==> config.mk <==
export PLATFORM = sky130hd
export DESIGN_NAME = lae_row_next
export DESIGN_NICKNAME = d
export VERILOG_FILES = /design/src/assert_macros.svh /design/src/lae_pkg.sv /design/src/lae_row_next.sv
export SDC_FILE = /design/constraint.sdc
export NUM_CORES = 1
export LEC_CHECK = 0
export BUFFER_PORTS_ARGS = -buffer_cell sky130_fd_sc_hd__buf_2
export CAP_MARGIN = 10
export CELL_PAD_IN_SITES_DETAIL_PLACEMENT = 0
export CELL_PAD_IN_SITES_GLOBAL_PLACEMENT = 2
export CORE_MARGIN = 2
export CORE_UTILIZATION = 33
export DETAILED_ROUTE_END_ITERATION = 6
export PLACE_DENSITY = 0.87
export RECOVER_POWER = 25
export SYNTH_ARGS = -nofsm -noshare
export SYNTH_HDL_FRONTEND = slang
export SYNTH_SLANG_ARGS = --single-unit
==> constraint.sdc <==
create_clock -name vclk -period 8.3
set_input_delay 2.49 -clock vclk [all_inputs]
set_output_delay 2.49 -clock vclk [all_outputs]
set_load 0.05 [all_outputs]
==> src/assert_macros.svh <==
// Assertion macros shared by the life automaton engine RTL.
`ifndef ASSERT_MACROS_SVH
`define ASSERT_MACROS_SVH

// Checked on every rising clock edge outside reset.
`define LAE_ASSERT(lbl, prop, msg) \
   lbl: assert property (@(posedge clock) disable iff (reset) prop) else $error(msg);

// Checked on every rising clock edge, reset included.
`define LAE_ASSERT_ALWAYS(lbl, prop, msg) \
   lbl: assert property (@(posedge clock) prop) else $error(msg);

`endif

==> src/lae_pkg.sv <==
// Types and constants of the life automaton engine.
package lae_pkg;

   localparam int SIZE_W   = 7;
   localparam int ACTION_W = 2;
   localparam int COORD_W  = 6;

   localparam logic [SIZE_W-1:0] BOARD_SIZE_RESET = 7'd64;

   // Action codes
   localparam logic [ACTION_W-1:0] ACT_WRITE   = 2'd0;
   localparam logic [ACTION_W-1:0] ACT_READ    = 2'd1;
   localparam logic [ACTION_W-1:0] ACT_ADVANCE = 2'd2;

   // Neighbor counts of the B3/S23 rule
   localparam logic [3:0] COUNT_BIRTH = 4'd3;
   localparam logic [3:0] COUNT_KEEP  = 4'd2;

   typedef struct packed {
      logic [ACTION_W-1:0] action;
      logic [COORD_W-1:0]  row;
      logic [COORD_W-1:0]  column;
      logic                new_value;
   } lae_req_type;

   typedef struct packed {
      logic read_value;
      logic out_of_range;
   } lae_rsp_type;

   // Command bundle toward the board memory
   typedef struct packed {
      logic rd_en;
      logic rd_bank;
      logic wr_en;
      logic wr_bank;
      logic clr_en;
      logic clr_bank;
   } lae_mem_ctl_type;

endpackage

==> src/lae_row_next.sv <==
// Next-generation logic for one board row from a three-row window.
module lae_row_next #(
   parameter int WIDTH = 64
) (
   input  logic [WIDTH-1:0] above,
   input  logic [WIDTH-1:0] mid,
   input  logic [WIDTH-1:0] below,
   input  logic [WIDTH-1:0] col_mask,
   output logic [WIDTH-1:0] next_row
);
   import lae_pkg::*;

   logic [WIDTH-1:0] above_l, above_r, mid_l, mid_r, below_l, below_r;
   logic [WIDTH-1:0] alive;
   logic [3:0]       count [WIDTH];

   // Column neighbors, zero beyond either edge
   assign above_l = above << 1;
   assign above_r = above >> 1;
   assign mid_l   = mid << 1;
   assign mid_r   = mid >> 1;
   assign below_l = below << 1;
   assign below_r = below >> 1;

   // Per-cell count and rule
   always_comb begin
      for (int c = 0; c < WIDTH; c++) begin
         count[c] = 4'(above_l[c]) + 4'(above[c]) + 4'(above_r[c])
                  + 4'(mid_l[c]) + 4'(mid_r[c])
                  + 4'(below_l[c]) + 4'(below[c]) + 4'(below_r[c]);
         if (count[c] == COUNT_BIRTH) begin
            alive[c] = 1'b1;
         end else if (count[c] == COUNT_KEEP) begin
            alive[c] = mid[c];
         end else begin
            alive[c] = 1'b0;
         end
      end
   end

   assign next_row = alive & col_mask;

endmodule

== Word level (Yosys, flattened, before mapping) ==
Cells that the tools add are included.
Word-level totals
  input port bits: 256
  register bits: 0
  output and inout port bits: 64
  ROM bits: 0
  logic and storage cells: 698
  bits in latches: 0
  bits in writable memories: 0
  memories kept: 0
Cells by class
  multiply operators: 0
  magnitude comparators: 0
  mux-type cells: 128
  bitwise gates (word level): 1
  reduce and logical (&&, ||, !) cells: 0
  shifts and indexed selects: 0
  div/mod/pow operators: 0
  eq/ne operators: 128
  add/sub/neg operators: 441
Operators by type and width (count)
  4-bit by 1-bit adder with 4-bit output: 252
  4-bit by 2-bit equality test with 1-bit output, second input constant: 128
  3-bit by 1-bit adder with 4-bit output: 63
  2-bit by 1-bit adder with 3-bit output: 63
  1-bit two-way mux: 128
  1-bit by 1-bit adder with 2-bit output: 63
  64-bit bitwise AND: 1

== Depth between registers and ports, before layout ==
  word-level depth: 11
  depth in mapped cells: 10
  depth with buffers taken out: 10

== Worst setup path before layout ==
OpenSTA, ideal clock, no wires.
  path type: input -> output
  start point: input port above[10]
  end point: output port next_row[11]
  setup slack: 0.211 ns
  stages: 9
  path buffers: 0
  arrival: 5.599 ns
  data required time: 5.810 ns
  cell sequence: inv_1 fa_1 fa_1 fa_1 inv_1 ha_1 fa_1 or2_0 a21oi_1
Between the ends
  cells in the longest elaborated chain, start to end: 11
  elaborated cells on any way between the ends: 12
  classes of those cells: add/sub: 7; eq/ne: 2; mux: 2; bitwise: 1
RTL lines
  start: declaration: RTL line lae_row_next.sv:5  | input logic [WIDTH-1:0] above,
  1-bit by 1-bit adder with 2-bit output *: RTL line lae_row_next.sv:28  | count[c] = 4'(above_l[c]) + 4'(above[c]) + 4'(above_r[c])
  2-bit by 1-bit adder with 3-bit output *: RTL line lae_row_next.sv:28
  3-bit by 1-bit adder with 4-bit output *: RTL line lae_row_next.sv:29  | + 4'(mid_l[c]) + 4'(mid_r[c])
  4-bit by 1-bit adder with 4-bit output *: RTL line lae_row_next.sv:29
  4-bit by 1-bit adder with 4-bit output * (3 in series): RTL line lae_row_next.sv:30  | + 4'(below_l[c]) + 4'(below[c]) + 4'(below_r[c]);
  4-bit by 2-bit equality test with 1-bit output: RTL line lae_row_next.sv:33  | end else if (count[c] == COUNT_KEEP) begin
  1-bit two-way mux: RTL line lae_row_next.sv:33
  1-bit two-way mux *: RTL line lae_row_next.sv:31  | if (count[c] == COUNT_BIRTH) begin
  64-bit bitwise AND *: RTL line lae_row_next.sv:41  | assign next_row = alive & col_mask;
  end: declaration: RTL line lae_row_next.sv:9  | output logic [WIDTH-1:0] next_row
Every way passes the cells marked *; elsewhere a longest branch is shown, timed or not.

== Worst setup path in the final report ==
  start point: input port above[7]
  end point: output port next_row[8]
The elaborated chain is that of the path after synthesis.

==> run metrics <==
Max Transition Viols Final=0; number of detailed-route iterations in the first pass=4; startpoint type of the worst setup path=input pin; Worst Min Path Start=col_mask[59]; cell leakage power=0.00745 uW; max incr delay on CP=0.56 ns; cells traversed along the worst timing path=buf_2, inv_1, fa_1, fa_1, fa_1, inv_1, ha_1, fa_1, or2_1, a21oi_1, buf_2; area of the mapped netlist=10900 sq um; Via Count=8495; number of top-level pins=320; top cell type's share of synthesized area=0.464; gate count of the mapped netlist=1197; overall overflow remaining after global route=0; initial antenna violation count=22; required time worst endpoint=5.81 ns; Worst Hold Class=input pin to output pin; Crit Path Max Fanout=2; pin count of the biggest net entering global routing=4; number of hold violations in the final report=0; number of placement rows=66; Synthesis Warnings=0; compound-cell area share of the yosys netlist=0.101; wire length of the first global-routing pass=43.2 mm; cell with the most instances on the worst path=sky130_fd_sc_hd__fa_1; startpoint of the worst setup timing path=above[7]; number of buffers inserted by hold repair at cts=0; initial DRC count=158; final setup vio count=0; syn avg cell area=9.09 sq um; max-cap viol count=0; IR Drop Worst-Case VDD=67.6 uV; Buffers on Ports=320; floorplan core area=32500 sq um; maximum clock rate=0.124 GHz; power density over the cells=123 nW/um^2; total negative slack=0 ns; die footprint=34400 sq um; DR DRC count=0; routed wire length per instance=13.0 um; post-route cell area=13100 sq um; wire length reported by the detailed router=25.5 mm; XOR/XNOR Fraction of Synth Area=0; Seq/Total Area, Yosys=0; net count after synthesis=1893; synthesis-to-finish area growth=20.1%; most frequent standard cell in the layout excluding fill and tap cells=sky130_fd_sc_hd__inv_1; largest cells by area after synthesis=sky130_fd_sc_hd__fa_1, sky130_fd_sc_hd__ha_1, sky130_fd_sc_hd__inv_1, sky130_fd_sc_hd__a21oi_1, sky130_fd_sc_hd__o211ai_1; area of the multi-input gates=9220 sq um; Register Area=0 sq um; fraction of the cycle the final worst path needs=0.969; run status=completed; Critical Path AT=5.55 ns; routed vias/inst=4.31; share of cells above drive strength 1=0.210; master of the slowest instance on the critical path=sky130_fd_sc_hd__fa_1; Critical Path End Type=output pin; clock buffer count in the final layout=0; slew at the pin closest to its max-slew limit=0.601 ns; time the worst path needs with I/O delays and setup=8.04 ns; headroom to the max-slew limit=0.601; Placed Instance Area=13000 sq um; global-route usage over all layers=0.154; fraction of the mapped netlist area in adder cells=0.680; die height=186 um; type of the worst setup path=input pin to output pin; multiplexer area fraction after synthesis=0; Final Wtd Congestion=0.843; dominant cell type by area after synthesis=sky130_fd_sc_hd__fa_1; number of global-route vias before repair=9170; horizontal die dimension=186 um; final HPWL from detailed placement=25.3 mm; setup repair after global routing missed its margin=false; number of distinct library cells after synthesis=17; Total Nets Final=2215; total of fill cells in the finished design=3461; post-cts gate resize count=0; basic-gate share of the synthesized area counting and, or, nand and nor cells=0.0665; number of sequential cells=0; initial core utilization=0.334; commonest cells after routing, fill and taps aside=sky130_fd_sc_hd__inv_1, sky130_fd_sc_hd__buf_2, sky130_fd_sc_hd__fa_1; dominant combinational cell family by area after synthesis=adder cells; remaining antenna violation count=0; postcts setup bufs=0
-- Yosys cell counts --
| library cell | instances |
|---|---|
| sky130_fd_sc_hd__a211oi_1 | 1 |
| sky130_fd_sc_hd__a21oi_1 | 119 |
| sky130_fd_sc_hd__a221oi_2 | 1 |
| sky130_fd_sc_hd__fa_1 | 252 |
| sky130_fd_sc_hd__ha_1 | 188 |
| sky130_fd_sc_hd__inv_1 | 443 |
| sky130_fd_sc_hd__nand2_1 | 4 |
| sky130_fd_sc_hd__nand2b_1 | 3 |
| sky130_fd_sc_hd__nand3_1 | 58 |
| sky130_fd_sc_hd__nand3b_1 | 3 |
| sky130_fd_sc_hd__nor2_1 | 2 |
| sky130_fd_sc_hd__nor2b_1 | 1 |
| sky130_fd_sc_hd__o2111ai_1 | 3 |
| sky130_fd_sc_hd__o211ai_1 | 59 |
| sky130_fd_sc_hd__o21ai_1 | 2 |
| sky130_fd_sc_hd__or2_0 | 24 |
| sky130_fd_sc_hd__or2_1 | 34 |
-- layout make-up --
class / instances / area share
tap: 442 / 0.0423
inverter: 443 / 0.127
antenna: 13 / 0.00249
timing repair buffer: 320 / 0.122
multi-input combinational: 754 / 0.706
-- layer usage --
metal  share of wire  vias to the layer above  GRT usage
li1                -                     4323          -
met1            0.43                     3878      0.193
met2            0.46                      244      0.271
met3            0.11                       30     0.0536
met4          0.0044                       20    0.00409
met5          0.0052                        -          0
-- critical path, delay by kind of cell --
| family | cells | cell delay [ns] |
|---|---|---|
| buffers and inverters | 4 | 0.53 |
| AO/OA/AOI/OAI | 1 | 0.22 |
| adder cells (fa/ha/maj) | 5 | 2.07 |
| AND/OR/NAND/NOR | 1 | 0.24 |
-- kinds of logic (layout without fill, tap and decap cells) --
family	after synthesis	in the layout
buffers and inverters	443	763
adders and majority gates	440	440
AOI/OAI and AO/OA	185	185
and+or+nand+nor	129	129
other	0	13
-- power breakdown --
group / switching, uW / total [uW] / leakage [uW] / internal (uW)
Sequential: 0 / 0 / 0 / 0
Combinational: 963 / 1610 / 0.00745 / 642
Clock: 0 / 0.000210 / 0.0000000824 / 0.000210
-- worst paths after layout --
check / endpoint / cells past startpoint
setup / recovery: next_row[8] / 11
hold / removal: next_row[59] / 4
-- through the flow --
step	setup WS, ns	power [uW]	std cells	hold slack (ns)	util
CTS	0.183	1640	1959	5.37	0.401
global placement	0.231	1590	1959	5.36	0.401
finish	0.257	1610	1972	5.39	0.402
floorplan	0.211	1230	1197	5.21	-
global route	0.0836	1890	1964	5.42	0.401
detailed placement	0.188	1630	1959	5.36	0.401
(Power assumes the default switching activity.)
